[src/rtl/core/gvq_ram.sv]
`timescale 1ns / 1ps
`default_nettype none
module gvq_ram #(
  parameter int WIDTH = 48,
  parameter int DEPTH = 42
) (
  input  wire logic                     clk,
  input  wire logic                     we,
  input  wire logic [$clog2(DEPTH)-1:0] waddr,
  input  wire logic [WIDTH-1:0]         wdata,
  input  wire logic                     re,
  input  wire logic [$clog2(DEPTH)-1:0] raddr,
  output      logic [WIDTH-1:0]         rdata
);

  logic [WIDTH-1:0] mem_r [DEPTH];

  always_ff @(posedge clk) begin
    if (we) begin
      mem_r[waddr] <= wdata;
    end
    if (re) begin
      rdata <= mem_r[raddr];
    end
  end

endmodule
`default_nettype wire

[config.mk]
export PLATFORM = sky130hd
export DESIGN_NAME = gvq_ram
export DESIGN_NICKNAME = d
export VERILOG_FILES = /design/src/rtl/core/gvq_ram.sv
export SDC_FILE = /design/constraint.sdc
export NUM_CORES = 2
export LEC_CHECK = 0
export ABC_AREA = 0
export BUFFER_PORTS_ARGS = -buffer_cell sky130_fd_sc_hd__buf_4
export CELL_PAD_IN_SITES_DETAIL_PLACEMENT = 1
export CELL_PAD_IN_SITES_GLOBAL_PLACEMENT = 2
export CORE_ASPECT_RATIO = 1.2
export CORE_UTILIZATION = 50
export CTS_CLUSTER_DIAMETER = 60
export DETAILED_ROUTE_END_ITERATION = 8
export GPL_ROUTABILITY_DRIVEN = 0
export PLACE_DENSITY_LB_ADDON = 0.2
export SLEW_MARGIN = 25
export SYNTH_ARGS = -nofsm -noshare
export SYNTH_HDL_FRONTEND = slang
export SYNTH_SLANG_ARGS = --single-unit
[constraint.sdc]
create_clock -name clk -period 7.6 [get_ports clk]
set_clock_uncertainty 0.15 [all_clocks]
set_input_delay 1.52 -clock clk [delete_from_list [all_inputs] [get_ports clk]]
set_output_delay 1.52 -clock clk [all_outputs]
set_load 0.05 [all_outputs]
Word level (Yosys, flattened, before mapping)
Memories as Yosys holds them, arrays and structs flattened. A register that Yosys moved wholly into a read port is not among the register bits. Index checks and enable logic that the tools add are counted.

Multiplexer cells: 2.

Operators by type and width (number): 1-bit 2-to-1 mux (2).

Register bits: 0. Memory bits (writable): 2016. Input bits: 63. Output and inout bits: 48. Word-level logic and storage cells: 3. Memories kept: 1.

Memory list: mem_r (depth 42, bits a word 48, read ports 1, clocked after Yosys merged registers in 1, write ports 1, RTL line 16) `logic [WIDTH-1:0] mem_r [DEPTH];`.

Longest topological paths before layout
Depth in word-level cells: 2. Mapped depth: 10. Gate-level depth less buffers: 5.

Worst setup path before layout
OpenSTA, ideal clock, no wires.

Path kind: input to register. Start: in we. End: mem mem_r[18][0] (enable). Library setup time: 0.513 ns. Arrival: 5.296 ns. Slack: 1.641 ns. Cell stages on the path: 5. Buffers on the path: 1. Cell sequence: clkbuf_1 nand2_1 nor2_1 nand2_1 nor3_1.

Cells in the longest elaborated chain, start to end: 2.

Ends and longest elaborated chain: start: declaration (RTL line 8) `input wire logic we,`; 1-bit 2-to-1 mux (RTL line 19) `if (we) begin`; 1-bit 2-to-1 mux (not written as such) (RTL line 20) `mem_r[waddr] <= wdata;`; end: declaration (RTL line 16).

Every way passes these cells.

==> reports/qor.txt <==
Leakage -> 30.0 nW
Placed standard-cell area -> 83600 sq um
Reg power frac -> 54.5%
Placed cell count -> 6106
Final period util -> 52.7%
Sw Pwr -> 0.00502 W
Drt total wl -> 222 mm
Clock Sinks -> 2064
Top_reg_cell synth -> edfxtp_1
Yosys warnings -> 0
RSZ-0062 raised after global routing -> no
Final min period -> 4.00 ns
Hold/Removal Path Class -> flip-flop to flip-flop
Core area -> 159000 sq um
M3 GR Usage -> 4.42%
Dpl hpwl -> 112 mm
Syn_area_per_cell -> 19.9 sq um
Antenna violations before repair -> 8
Nets -> 4262
DRT Pass-1 Iters -> 7
Synth unique cells -> 33
Max-cap violation count -> 0
Post-CTS Setup Inserts -> 0
Status -> finished clean
Setup crit end kind -> flip-flop
Area Growth Syn to Fin -> 11.8%
IO Count -> 111
Clock power share -> 40.1%
Die area -> 162000 sq um
CP Max Fanout -> 59
Clock transition at path regs -> 0.06 ns
Clock root buffer -> clkbuf_16
Worst Setup Start Kind -> primary input
Setup CP Type -> primary input to flip-flop
Antenna viol nets, final -> 0
Largest net degree at the start of global routing -> 130
H-tree Lvls -> 4
#FFs+latches synth -> 2064
PortBufs -> 110
Yosys top cell area share -> 77.3%
Fin area -> 89600 sq um
Fmax -> 250 MHz
Slew Limit Fails -> 0
Worst path arrival time -> 4.38 ns
Grt total ovfl -> 0
Fraction of registers with async set or reset after synthesis -> 0%
Switching fraction of total power -> 21.6%
Bufs on Longest Clock Path -> 3
Die Wd -> 367 um
Die H -> 441 um
Residual DRC -> 0
CTS tree -> built
Drt wl/cell -> 34.3 um
Fin Setup TNS -> 0 ns
Power per cell area -> 259 nW/um^2
Vias in the first global route -> 42.5k
Post-Synthesis Cells -> 4024
Seq/Total Area, Yosys -> 77.3%
Starting DRT DRC Count -> 4575
Relative slew slack -> 22.4%
Grt peak-use layer -> met2
Post-synthesis cell area -> 80100 sq um
GR Layer Usage met1 -> 37.8%
Combinational power share -> 5.3%
Met2 usage -> 45.3%
Post-CTS Hold Fix Bufs -> 0
Initial Utilization -> 50.5%
Worst-Margin Slew -> 1.16 ns
Total GRT Usage -> 27.3%
Total number of vias -> 41.3k
Internal Power -> 0.0182 W
Max VDD drop -> 0.246 mV
Post-synth EDFFs -> 2064
Resize count post-CTS -> 0
Largest area contributor in the netlist -> edfxtp_1
Via density -> 6.38
FP Rows -> 160
Share of cells above drive strength 1 -> 17.3%
Worst-Skew Late Latency -> 0.84 ns
Final setup fails -> 0
Non-Filler Instances -> 6471
Num CTS Buffers -> 195
First-pass GRT wire length -> 312 mm
Syn nets -> 4087
Most area-consuming cells after synthesis -> edfxtp_1, mux2i_1, mux4_2
Critical Path RT -> 7.98 ns
Endpoints failing hold -> 0
## cells in the mapped netlist, types with 6 or more instances
master and number:
buf_6 40, buf_2 31, a22oi_1 192, mux2i_1 816, o41ai_1 6, mux4_2 96
o211ai_1 48, nand2_1 57, nor2_1 43, o22ai_1 48, nor2b_1 6, a22o_1 96
a221oi_1 64, mux2_2 48, buf_4 46, a221oi_2 32, buf_1 26, clkbuf_1 98
a21oi_1 96, o41ai_2 42, edfxtp_1 2064
## final timing paths
| check | from | to | slack (ns) | cells after the start |
|---|---|---|---|---|
| hold reg to reg | mem_r[40][40] | rdata[40] | 0.58 | 4 |
| hold / removal | mem_r[40][40] | rdata[40] | 0.58 | 4 |
| setup reg to reg | mem_r[35][5] | rdata[5] | 5.49 | 4 |
| setup / recovery | raddr[1] | rdata[28] | 3.60 | 7 |
## cell families after synthesis
kind of cell,count (synthesis),synth area share [%]
DFF,2064,77.3
muxes,960,13.6
AOI/OAI and AO/OA,624,6.49
buffers and inverters,250,1.95
and+or+nand+nor,126,0.664
## power groups by stage
stage / Sequential (W) / Clock, W / Combinational [W]
floorplan: 0.0130 / 0 / 0.000685
global placement: 0.0129 / 0 / 0.00121
detailed placement: 0.0129 / 0 / 0.00124
CTS: 0.0127 / 0.00946 / 0.00124
global route: 0.0127 / 0.00981 / 0.00130
finish: 0.0127 / 0.00933 / 0.00124
## area by class of cell
type,count,area (sq um)
Fill cell,13598,69100
Antenna cell,5,12.5
Clock buffer,245,5170
Multi-Input combinational cell,1710,17000
Timing Repair Buffer,228,2050
Tap cell,2106,2640
Sequential cell,2064,62000
Clock inverter,113,808
## routing by layer
metal,vias to the layer above,wire [um],share of wire (%)
li1,17029,-,-
met1,22422,92800,42
met2,1501,109000,49
met3,303,14800,6.7
met4,6,4770,2.1
met5,-,35,0.016
## stage by stage
stage          util (%)  worst slack (ns)  hold WS, ns  power [W]
6_report           56.4              3.60        0.576     0.0232
5_1_grt            56.4              3.44        0.601     0.0238
4_1_cts            56.4              3.64        0.574     0.0234
3_5_place_dp       52.6              2.74        0.560     0.0141
3_3_place_gp       52.5              2.80        0.529     0.0141
2_1_floorplan         -              1.64        0.492     0.0137
## worst max-delay path, cell delays in order
cell and delay, ns:
buf_6 0.51, and2_4 0.65, buf_4 0.82, a22o_1 0.24
a221oi_1 0.05, o22ai_1 0.26, o41ai_2 0.13
## flip-flops by register name (all words and copies together), names as in the netlist
name and cells:
mem_r 2016, rdata 48
## placed cells by master (no fill, tap or decap), drive strengths merged
master,n
a21oi,96
a221oi,96
a22o,96
a22oi,192
and2,1
buf,228
bufinv,11
clkbuf,245
clkinv,95
clkinvlp,2
diode,5
edfxtp,2064
inv,5
mux2,48
mux2i,816
mux4,96
nand2,57
nand2b,4
nand3,4
nand3b,1
nand4,3
nor2,43
nor2b,6
nor3,4
o211ai,48
o22ai,48
o41ai,48
or2,1
or3,1
or3b,1
Note: power is estimated with default switching activity, not from simulation.
