$ cat src/rtl/core/gvq_pkg.sv
`timescale 1ns / 1ps
`default_nettype none
package gvq_pkg;

  localparam int DEF_NUM_POINTS = 42;
  localparam int PNT_W          = 6;
  localparam int VEC_W          = 16;
  localparam int SPREAD_W       = 17;
  localparam int WEIGHT_W       = 32;
  localparam int LEN_W          = 32;
  localparam int DOT_W          = 34;
  localparam int ROOT_STEPS     = 32;
  localparam int DP_W           = 48;
  localparam int T_W            = 32;
  localparam int N_W            = 50;

  localparam logic [SPREAD_W-1:0] SPREAD_ONE = 17'h10000;
  localparam logic [WEIGHT_W-1:0] WEIGHT_MAX = 32'hFFFF_FFFF;

  localparam logic ACT_LOAD     = 1'b0;
  localparam logic ACT_QUANTIZE = 1'b1;

  // sideband that travels with each table point down the pipeline
  typedef struct packed {
    logic [PNT_W-1:0] idx;
    logic             last;
    logic             scan;
    logic             near;
    logic             hit;
    logic             kill;
    logic             sat;
  } gvq_side_t;

endpackage
`default_nettype wire

$ cat src/rtl/core/gvq_isqrt.sv
`timescale 1ns / 1ps
`default_nettype none
module gvq_isqrt (
  input  wire logic                       clk,
  input  wire logic                       rst_n,
  input  wire logic                       start,
  input  wire logic [31:0]                sum_sq,
  output      logic                       done,
  output      logic [gvq_pkg::LEN_W-1:0]  root
);
  import gvq_pkg::*;

  localparam int CW = $clog2(ROOT_STEPS);

  logic [2*ROOT_STEPS-1:0] rad_r;
  logic [LEN_W+1:0]        rem_r;
  logic [LEN_W-1:0]        root_r;
  logic [CW-1:0]           cnt_r;
  logic                    busy_r;
  logic                    done_r;
  logic [LEN_W+3:0]        rem_sh;
  logic [LEN_W+3:0]        trial;
  logic [LEN_W+3:0]        diff;
  logic                    ge;

  always_comb begin
    rem_sh = {rem_r, rad_r[2*ROOT_STEPS-1 -: 2]};
    trial  = {2'b00, root_r, 2'b01};
    diff   = rem_sh - trial;
    ge     = rem_sh >= trial;
  end

  always_ff @(posedge clk) begin
    if (!rst_n) begin
      busy_r <= 1'b0;
      done_r <= 1'b0;
      cnt_r  <= '0;
    end else begin
      done_r <= 1'b0;
      if (start) begin
        busy_r <= 1'b1;
        cnt_r  <= '0;
      end else if (busy_r) begin
        cnt_r <= cnt_r + 1'b1;
        if (cnt_r == CW'(ROOT_STEPS - 1)) begin
          busy_r <= 1'b0;
          done_r <= 1'b1;
        end
      end
    end
  end

  // two radicand bits per step, value is sum_sq scaled by 2^30
  always_ff @(posedge clk) begin
    if (start) begin
      rad_r  <= {2'b00, sum_sq, 30'b0};
      rem_r  <= '0;
      root_r <= '0;
    end else if (busy_r) begin
      rad_r  <= {rad_r[2*ROOT_STEPS-3:0], 2'b00};
      rem_r  <= ge ? diff[LEN_W+1:0] : rem_sh[LEN_W+1:0];
      root_r <= {root_r[LEN_W-2:0], ge};
    end
  end

  assign done = done_r;
  assign root = root_r;

endmodule
`default_nettype wire
$ cat config.mk
export PLATFORM = sky130hd
export DESIGN_NAME = gvq_isqrt
export DESIGN_NICKNAME = d
export VERILOG_FILES = /design/src/rtl/core/gvq_pkg.sv /design/src/rtl/core/gvq_isqrt.sv
export SDC_FILE = /design/constraint.sdc
export NUM_CORES = 1
export LEC_CHECK = 0
export BUFFER_PORTS_ARGS = -buffer_cell sky130_fd_sc_hd__clkbuf_2
export CORE_MARGIN = 1
export CORE_UTILIZATION = 54
export CTS_BUF_LIST = sky130_fd_sc_hd__clkbuf_8
export CTS_CLUSTER_DIAMETER = 200
export DETAILED_ROUTE_END_ITERATION = 8
export GPL_TIMING_DRIVEN = 1
export PLACE_DENSITY = 0.78
export SYNTH_ARGS = -nofsm -noshare
export SYNTH_HDL_FRONTEND = slang
export SYNTH_SLANG_ARGS = --single-unit
$ cat constraint.sdc
create_clock -name clk -period 5.12 [get_ports clk]
set_clock_uncertainty 0.15 [all_clocks]
set_input_delay 0.768 -clock clk [delete_from_list [all_inputs] [get_ports clk]]
set_output_delay 0.768 -clock clk [all_outputs]
set_load 0.05 [all_outputs]
# After elaboration in Yosys (flattened, before gate mapping)
# Cells that the tools add are included.
# word_totals
ff_bits	107
input_bits	35
output_inout_bits	33
wordCells	23
# classes
n_addsub	2
magnitude_cmp	1
n_eq_ne	1
mux	7
bitwise	2
n_reduce_logical	3
# ops
operator	n
$mux 62	2
$ge 36x34->1	1
$mux 34	1
$sub 34x34->34	1
$add 5x1->5 const B	1
$eq 5x5->1 const B	1
$mux 1	4
$reduce_or 3->1	1
$not 1->1	2
$reduce_bool 2->1	1
$reduce_or 2->1	1

# Longest topological paths before layout
# Gate-level depths: netlist (run 1).
# depth
depth_word	4
mapped_depth	13
depth_no_buf	10

# Least setup slack after synthesis (run 1)
# OpenSTA, ideal clock, no wires.
# synth_path
path_kind	reg2reg
from	reg root_r[6], in the netlist root[6]
to	reg rem_r[31]
setup_time_ns	0.088
arrival_ns	2.892
required_ns	4.882
path_slack_ns	1.991
stages_incl_launch_ff	11
n_path_buf	0
synth_period_minus_slack_ns	3.129
path_cell_list	dfxtp_1 > inv_1 > ha_1 > a21oi_1 > o211ai_1 > o21a_1 > o21ai_1 > o21bai_2 > a41oi_1 > mux2_2 > nor4_2
# synth_via
elab_chain_cells	2
word_cells_on_any_way	3
classes_between	add/sub: 1; order compare: 1; mux: 1
# synth_rtl
item	line_no	rtl
start, declared	gvq_isqrt.sv:17	logic [LEN_W-1:0] root_r;
start signal, assigned	gvq_isqrt.sv:62	root_r <= {root_r[LEN_W-2:0], ge};
$sub 34x34->34 / $ge 36x34->1 (equally long branches)	gvq_isqrt.sv:29, gvq_isqrt.sv:30	
$mux 34 *	gvq_isqrt.sv:61	rem_r <= ge ? diff[LEN_W+1:0] : rem_sh[LEN_W+1:0];
end signal, assigned	gvq_isqrt.sv:61	
end, declared	gvq_isqrt.sv:16	logic [LEN_W+1:0] rem_r;
# Mark *: on every way between the ends. The rest lies on a longest branch, timed or not.
# A chain may end at the register's enable or synchronous reset.

# Worst setup path after layout (run 1)
# layout_path
from	reg root_r[19], in the netlist root[19]
to	reg rem_r[2]
# layout_via
elab_chain_cells	2
# layout_rtl
item	line_no	rtl
$ge 36x34->1	gvq_isqrt.sv:30	ge = rem_sh >= trial;
$mux 34	gvq_isqrt.sv:61	
# No other way between the ends.

==> impl_metrics.ini, run 1 <==
[outcome]
status = finished, final reports clean

[yosys]
synth-edff-count = 32
syn_inst = 712
avgSynthCellArea_um2 = 9.26
synth_cell_type_count = 71
netlist_area_um2 = 6600
ys_seq_area_frac = 0.373
postSynth.asyncResetShare = 0
ys_ff_latch = 107
syn-num-nets = 783
synthFlopType = dfxtp_1
ys_warn_count = 0

[detailed_routing]
routedWlPerCell_um = 15.2
drt-initial-drc-count = 313
antenna_left = 0
via_count = 5289
drt-pass1-iter-count = 5
drc = 0
finalWirelength_mm = 13.6
post_drt_via_cell_ratio = 5.88

[placement]
routabilityCongestion = 0.905
port_buffers = 67
dpl_cell_area_um2 = 6910
dp_hpwl_mm = 9.73

[clock_tree]
cts_resized = 0
max-clock-path-buffers = 2
root_buffer = clkbuf_8
cts_tree = built
ctsHoldBuffers = 0
clk_pin_slew_ns = 0.11
postCtsSetupBuffers = 0
clkLatencyLatePin_ns = 0.40
cts_buffers = 9
htreeDepth = 3
clkSinkCount = 107

[sta]
rsz0062_at_grt = false
slew_headroom = 0.298
period_needed_ns = 3.53
hold_viol_final = 0
tightest_slew_ns = 1.05
finalSetupViolCount = 0
fmax_ghz = 0.283
fin_crit_sh = 0.690
final.setup.tns_ns = 0
slew_violations = 0

[floorplanning]
core-area_um2 = 11700
dieHeight_um = 113
die_area_um2 = 12700
initial_utilization = 0.565
io-pin-count = 68
placement_rows = 39
die_x_um = 113

[global_route]
grt_max_degree = 66
antenna_found_initial = 0
overflow = 0
grt_pass1_vias = 5103
grt_pass1_wl_mm = 23.5
grt.total_usage = 0.229

[setup_path]
cp-start-kind = flop
crit_arrival_ns = 3.69
path_class = reg2reg
end_kind = flop
critPathMaxFanout = 29
crit_required_ns = 5.28

[final_layout]
fin_nets = 823
fin_area_um2 = 7100
drive_gt1_frac = 0.205
area_growth_pct = 7.65
diodes = 0

[power]
p_leak_nw = 2.89
cellPowerDensity_nw_per_um2 = 487
peakVddDrop_v = 0.000239

[worst_hold_path]
hp-class = reg2reg

[job]
max-cap-violations = 0
## worst max-delay path: stages (launching register included)
cell      delay (ns)
dfxtp_1         0.38
inv_1           0.06
ha_1            0.46
nand4_1         0.23
nor4_2          0.35
a21oi_1         0.11
a21o_1          0.19
o21a_1          0.16
nand2_1         0.79
nand3_1         0.24
a311oi_2        0.33
## registers in the layout (all words and copies together), names as in the netlist
| signal | count |
|---|---|
| busy_r | 1 |
| cnt_r | 5 |
| done | 1 |
| rad_r | 34 |
| rem_r | 34 |
| root | 32 |
## metrics by stage
stage                     hold slack, ns  setup WS [ns]  total power [mW]  cells   util
final                              0.340           1.59              3.45    900  0.609
after global routing               0.370           1.32              3.72    900  0.609
after CTS                          0.344           1.59              3.47    900  0.609
after detailed placement           0.328           1.65              2.95    884  0.593
after global placement             0.317           1.74              2.93    884  0.593
after floorplan                    0.306           1.99              2.67    712      -
## layout make-up
type	count	area, um2
fillers	1022	4560
multi-input cells	521	3750
flip-flops and latches	107	2470
repair buffers	69	353
well taps	143	179
inverters	44	165
clock buffers	9	124
clock inverters	7	62.6
## final timing paths
path | startpoint | to | slack [ns] | cells past startpoint
hold / removal | rem_r[0]$_SDFFE_PP0P_ | rem_r[0]$_SDFFE_PP0P_ | 0.34 | 2
setup reg to reg | root[19]$_SDFFE_PP0P_ | rem_r[2]$_SDFFE_PP0P_ | 1.59 | 10
setup / recovery | root[19]$_SDFFE_PP0P_ | rem_r[2]$_SDFFE_PP0P_ | 1.59 | 10
hold reg to reg | rem_r[0]$_SDFFE_PP0P_ | rem_r[0]$_SDFFE_PP0P_ | 0.34 | 2
## kinds of logic (layout without fill, tap and decap cells)
logic type               Yosys count  count (layout)  share of synthesized area
AND/OR/NAND/NOR                  228             228                      0.169
XOR/XNOR                          19              19                     0.0252
multiplexers                      69              69                      0.111
AO/OA/AOI/OAI                    169             169                      0.195
buffers and inverters             84             129                     0.0581
flip-flops                       107             107                      0.373
adder cells (fa/ha/maj)           36              36                     0.0683
## metal layers
metal | up-vias | track usage | part of all wire | routed length (um)
li1 | 2653 | - | - | -
met1 | 2482 | 0.287 | 0.46 | 6290
met2 | 129 | 0.381 | 0.47 | 6370
met3 | 25 | 0.0578 | 0.051 | 690
met4 | 0 | 0.0853 | 0.021 | 280
met5 | - | 0 | 0 | 0
## cell usage in the layout, fill, tap and decap left out, drive strengths merged, types with 3 or more instances in the layout
master / n
inv: 47
o22ai: 3
a31o: 3
o211ai: 6
a21oi: 43
nor2b: 3
xnor2: 13
mux2i: 37
a31oi: 5
nand3: 19
buf: 3
nand2b: 7
a311oi: 24
clkinvlp: 3
mux2: 32
nor4: 5
nand4: 12
a211oi: 8
clkbuf: 75
nor2: 86
and2: 5
o21ai: 23
a21o: 19
ha: 36
dfxtp: 75
o21a: 8
or2: 4
o21bai: 10
edfxtp: 32
nand2: 59
nor3: 4
xor2: 6
or3: 9
and3: 4
## Yosys cell counts (all sizes together), types with 4 or more instances
cell | n | share of area
or3 | 9 | 0.0085
nand3 | 19 | 0.014
nand2 | 59 | 0.034
a21o | 19 | 0.023
o21a | 8 | 0.010
a31oi | 5 | 0.0047
mux2i | 37 | 0.056
inv | 44 | 0.025
mux2 | 32 | 0.055
or2 | 4 | 0.0038
o21bai | 10 | 0.012
nand4 | 12 | 0.015
dfxtp | 75 | 0.23
ha | 36 | 0.068
and3 | 4 | 0.0038
nand2b | 7 | 0.0066
xor2 | 6 | 0.0080
clkbuf | 18 | 0.010
nor4 | 5 | 0.0066
buf | 22 | 0.023
nor3 | 4 | 0.0030
o21ai | 23 | 0.020
a211oi | 8 | 0.0099
a21oi | 43 | 0.033
edfxtp | 32 | 0.15
xnor2 | 13 | 0.017
and2 | 5 | 0.0047
o211ai | 6 | 0.0068
nor2 | 86 | 0.053
a311oi | 24 | 0.046
## report_power, final
part	internal [mW]	leakage (nW)	switching (mW)
registers	0.978	0.936	0.0819
clock network	0.185	0.0870	0.313
logic	0.750	1.87	1.15
(Power assumes the default switching activity.)
==> inputs of run 2 (changes only) <==
--- a/config.mk
+++ b/config.mk
@@ -5,6 +5,7 @@
 export SDC_FILE = /design/constraint.sdc
 export NUM_CORES = 1
 export LEC_CHECK = 0
+export ABC_AREA = 1
 export BUFFER_PORTS_ARGS = -buffer_cell sky130_fd_sc_hd__clkbuf_2
 export CORE_MARGIN = 1
 export CORE_UTILIZATION = 54
@@ -12,7 +13,7 @@
 export CTS_CLUSTER_DIAMETER = 200
 export DETAILED_ROUTE_END_ITERATION = 8
 export GPL_TIMING_DRIVEN = 1
-export PLACE_DENSITY = 0.78
+export PLACE_DENSITY = 0.81
 export SYNTH_ARGS = -nofsm -noshare
 export SYNTH_HDL_FRONTEND = slang
 export SYNTH_SLANG_ARGS = --single-unit
==> constraint.sdc (replaced) <==
create_clock -name clk -period 3 [get_ports clk]
set_clock_uncertainty 0.15 [all_clocks]
set_input_delay 0.45 -clock clk [delete_from_list [all_inputs] [get_ports clk]]
set_output_delay 0.45 -clock clk [all_outputs]
set_load 0.05 [all_outputs]
==> impl_metrics.ini, run 2 <==
[yosys]
ys_top_cells_by_area = nand2_1 (23%), dfxtp_1 (22%), edfxtp_1 (14%), inv_1 (9.8%), ha_1 (6.5%)
ys_warn_count = 0
syn_inst = 1059
syn-num-nets = 1130
synthFlopType = dfxtp_1
synth_most_common_cell = nand2_1
synth_top_cell_by_area = nand2_1
ys_ff_latch = 107
avgSynthCellArea_um2 = 6.56
synth_cell_type_count = 35
postSynth.asyncResetShare = 0
synth-edff-count = 32
synthTopCellsByCount = nand2_1 (417), inv_1 (182), dfxtp_1 (75), nand3_1 (75), nor2_1 (48)
ys_seq_area_frac = 0.355
netlist_area_um2 = 6940
synth.top_cell.area_share = 0.225

[worst_hold_path]
hp-class = in2reg
whs_endpoint = busy_r$_SDFF_PN0_
worstHoldStart = rst_n
holdPathStages = 3

[clock_tree]
ctsHoldBuffers = 0
cts_resized = 0
clk_pin_slew_ns = 0.12
cts_tree = built
htreeDepth = 3
clkLatencyLatePin_ns = 0.41
cts_buffers = 9
max-clock-path-buffers = 2
postCtsSetupBuffers = 0
clkSinkCount = 107
root_buffer = clkbuf_8

[outcome]
status = finished, final reports clean

[global_route]
grt_pass1_vias = 6350
antenna_found_initial = 0
grt.total_usage = 0.268
overflow = 0
grt_pass1_wl_mm = 28.2
grt_max_degree = 44

[sta]
finalSetupViolCount = 0
slew_headroom = 0.228
period_needed_ns = 2.60
final.setup.tns_ns = 0
hold_viol_final = 0
tightest_slew_ns = 1.16
fin_crit_sh = 0.868
fmax_ghz = 0.384
slew_violations = 0
rsz0062_at_grt = false

[final_layout]
nFillCells = 1245
drive_gt1_frac = 0.0971
most-common-layout-cells = nand2_1 (417), inv_1 (181), nand3_1 (75), dfxtp_1 (75), clkbuf_2 (67)
seq_area_um2 = 2460
fin_cells = 1294
multiInputGateArea_um2 = 3650
final_common_cell = nand2_1
diodes = 0
area_growth_pct = 9.64
fin_nets = 1188

[floorplanning]
dieHeight_um = 115
die_x_um = 115
die_area_um2 = 13300
placement_rows = 41
io-pin-count = 68
core-area_um2 = 12600
initial_utilization = 0.553

[setup_path]
r2r_cells = 13
cp-start-kind = flop
critPathMaxFanout = 36
rr_startpoint = root[4]$_SDFFE_PP0P_
end_kind = flop
crit_top_cell = nand2_1
crit_arrival_ns = 2.75
path_class = reg2reg
reg2reg_to = rem_r[3]$_SDFFE_PP0P_
worst_path_max_delay_cell = ha_1
crit_required_ns = 3.14
critPathMaxStageDelay_ns = 0.36
r2r_setup_slack_ns = 0.40
crit_path_cell_trace = inv_1 > ha_1 > nand2_1 > nor2_1 > nand2_1 > nor2_1 > nand2_1 > nand3_2 > nand3_4 > nand2_8 > nand2_1 > nand3_1 > o21ai_0

[detailed_routing]
antenna_left = 0
routedWlPerCell_um = 13.1
drt-initial-drc-count = 341
drt-pass1-iter-count = 5
post_drt_via_cell_ratio = 5.14
via_count = 6647
finalWirelength_mm = 17.0
drc = 0

[job]
max-cap-violations = 0

[placement]
dp_hpwl_mm = 12.9
placedCellCount = 1278
port_buffers = 67
routabilityCongestion = 0.941
run 2: cell count changes after synthesis, moves of 32 or more:
cell / previous run / this run
mux2_2: 32 / 0
inv_1: 44 / 182
nand2_1: 59 / 417
nor2_1: 84 / 48
nand3_1: 19 / 75
mux2i_1: 37 / 0
run 2: worst max-delay path by stage:
stage          cells after the start                 endpoint                   from  slack (ns)
6_report                          13    rem_r[3]$_SDFFE_PP0P_   root[4]$_SDFFE_PP0P_        0.40
5_1_grt                           13    rem_r[4]$_SDFFE_PP0P_   root[7]$_SDFFE_PP0P_        0.10
4_1_cts                           13    rem_r[3]$_SDFFE_PP0P_   root[4]$_SDFFE_PP0P_        0.40
3_5_place_dp                      13    rem_r[3]$_SDFFE_PP0P_  root[10]$_SDFFE_PP0P_        0.42
3_3_place_gp                      13    rem_r[3]$_SDFFE_PP0P_   root[4]$_SDFFE_PP0P_        0.44
2_1_floorplan                      4  rad_r[30]$_SDFFCE_PN0P_                  start        0.32
run 2: logic make-up (layout without fill, tap and decap cells):
logic type               Yosys count  count (layout)  synth area share
adder cells (fa/ha/maj)           36              36            0.0649
buffers and inverters            211             274             0.119
AND/OR/NAND/NOR                  595             595             0.363
XOR/XNOR                          18              18            0.0227
flip-flops                       107             107             0.355
AO/OA/AOI/OAI                     92              92            0.0757
run 2: routing by layer:
| metal | share of wire | GRT usage |
|---|---|---|
| met1 | 0.46 | 0.339 |
| met5 | 0 | 0 |
| met4 | 0.018 | 0.0970 |
| met3 | 0.053 | 0.0443 |
| met2 | 0.47 | 0.461 |
run 2: layout make-up:
| type | instances | share of cell area |
|---|---|---|
| multi-input combinational | 741 | 0.480 |
| sequential | 107 | 0.323 |
| inverter | 182 | 0.0897 |
| timing repair buffer | 76 | 0.0529 |
| tap | 172 | 0.0283 |
| clock buffer | 9 | 0.0163 |
| clock inverter | 7 | 0.00970 |
run 2: stage by stage:
step | setup WS (ns) | hold WS (ns) | area, um2 | utilization
after floorplan | 0.322 | 0.272 | 6940 | -
after global placement | 0.444 | 0.278 | 7420 | 0.590
after detailed placement | 0.417 | 0.295 | 7420 | 0.590
after CTS | 0.403 | 0.114 | 7610 | 0.606
after global routing | 0.101 | 0.134 | 7610 | 0.606
final | 0.395 | 0.126 | 7610 | 0.606
run 2: critical path, delay by kind of cell (launching register included):
family,cells,cell delay [ns]
and+or+nand+nor,10,1.47
AOI/OAI and AO/OA,1,0.09
DFF,1,0.34
adders and majority gates,1,0.36
buffers and inverters,1,0.06
Power of run 2 is left out: the tool's default activity adds up to more than one toggle a clock period on the data nets, which glitch-free logic cannot reach.
==> inputs of run 3 (changes only) <==
--- a/config.mk
+++ b/config.mk
@@ -13,7 +13,8 @@
 export CTS_CLUSTER_DIAMETER = 200
 export DETAILED_ROUTE_END_ITERATION = 8
 export GPL_TIMING_DRIVEN = 1
-export PLACE_DENSITY = 0.81
+export PLACE_DENSITY = 0.78
+export REMOVE_ABC_BUFFERS = 1
 export SYNTH_ARGS = -nofsm -noshare
 export SYNTH_HDL_FRONTEND = slang
 export SYNTH_SLANG_ARGS = --single-unit
==> constraint.sdc (replaced) <==
create_clock -name clk -period 2.8 [get_ports clk]
set_clock_uncertainty 0.15 [all_clocks]
set_input_delay 0.42 -clock clk [delete_from_list [all_inputs] [get_ports clk]]
set_output_delay 0.42 -clock clk [all_outputs]
set_load 0.05 [all_outputs]
==> impl_metrics.ini, run 3 (synthesized netlist as in run 2, its figures left out) <==
[clock_tree]
clkLatencyLatePin_ns = 0.40
ctsHoldBuffers = 0
htreeDepth = 3
root_buffer = clkbuf_8
cts_tree = built
clk_pin_slew_ns = 0.11
max-clock-path-buffers = 2
cts_buffers = 9
postCtsSetupBuffers = 0
cts_resized = 0
clkSinkCount = 107

[setup_path]
cp-start-kind = flop
end_kind = flop
critPathBufInv = 2
crit_arrival_ns = 2.59
path_class = reg2reg
cp_top_family = simple AND/OR/NAND/NOR gates
critPathMaxStageDelay_ns = 0.36
critPathMaxFanout = 20
r2r_cells = 12
crit_path_cell_trace = inv_1 > ha_1 > nand2_1 > nor2_1 > or2_2 > nand2_1 > nand3_2 > nand3_4 > buf_4 > nand3_1 > nand3_1 > o21ai_0
worst_path_max_delay_cell = ha_1
path_depth = 12
crit_required_ns = 2.91

[sta]
rsz0062_at_grt = false
fin_crit_sh = 0.885
period_needed_ns = 2.48
fmax_ghz = 0.404
tightest_slew_ns = 1.12
whs_ns = 0.0766
finalSetupViolCount = 0
setup_ws_ns = 0.323
hold_viol_final = 0
slew_headroom = 0.253
slew_violations = 0

[floorplanning]
placement_rows = 41
dieHeight_um = 115
die_x_um = 115
io-pin-count = 68
core-area_um2 = 12600
initial_utilization = 0.553
die_area_um2 = 13300

[global_route]
met2_usage = 0.455
grt_max_degree = 37
busiest_layer = met2
grt.total_usage = 0.274
antenna_found_initial = 0
grt_pass1_vias = 6343
gr-usage-met1 = 0.351
grt_pass1_wl_mm = 28.6
overflow = 0
use_met3 = 0.0712

[placement]
dpl_worst_slack_ns = 0.369
routabilityCongestion = 0.962
dp_hpwl_mm = 12.7
port_buffers = 67

[job]
max-cap-violations = 0

[final_layout]
nFillCells = 1236
diodes = 0
area_growth_pct = 9.71
final_common_cell = nand2_1
drive_gt1_frac = 0.0988
fin_nets = 1190
most-common-layout-cells = nand2_1 (417), inv_1 (182), nand3_1 (75), dfxtp_1 (75), clkbuf_2 (67)

[detailed_routing]
antenna_left = 0
routedWlPerCell_um = 12.9
finalWirelength_mm = 16.8
drc = 0
post_drt_via_cell_ratio = 5.06
drt-pass1-iter-count = 5
drt-initial-drc-count = 465
via_count = 6561

[worst_hold_path]
holdPathStages = 3
hp-class = in2reg

[outcome]
status = finished, final reports clean
run 3: stage by stage:
step | setup TNS (ns) | utilization | cells | area (um2)
after global routing | 0 | 0.606 | 1296 | 7620
final | 0 | 0.606 | 1296 | 7620
after floorplan | -0.0589 | - | 1030 | 6800
after CTS | 0 | 0.606 | 1296 | 7620
after global placement | 0 | 0.592 | 1280 | 7440
after detailed placement | 0 | 0.592 | 1280 | 7440
run 3: per-layer routing:
metal / wire, um / share of wire
met3: 1120 / 0.067
met5: 0 / 0
met4: 224 / 0.013
met1: 7700 / 0.46
met2: 7740 / 0.46
run 3: final cells by class:
type                       instances  area [um2]  area share
multi-input combinational        741        3650       0.479
sequential                       107        2460       0.323
inverter                         182         683      0.0897
timing repair buffer              78         430      0.0565
tap                              172         215      0.0282
clock buffer                       9         124      0.0163
clock inverter                     7        51.3     0.00673
run 3: tightest hold or removal path, cell delays in order:
cell and delay [ns]:
clkbuf_2 0.09, nand2_1 0.05, nor2_1 0.04
run 3: final timing paths:
check / startpoint / endpoint / slack (ns)
setup / recovery: root[0]$_SDFFE_PP0P_ / rem_r[7]$_SDFFE_PP0P_ / 0.32
hold / removal: rst_n / done$_SDFF_PP0_ / 0.08
setup reg to reg: root[0]$_SDFFE_PP0P_ / rem_r[7]$_SDFFE_PP0P_ / 0.32
hold reg to reg: rad_r[60]$_DFFE_PP_ / rad_r[62]$_SDFFE_PP0P_ / 0.30
Power of run 3 is left out for the same reason.
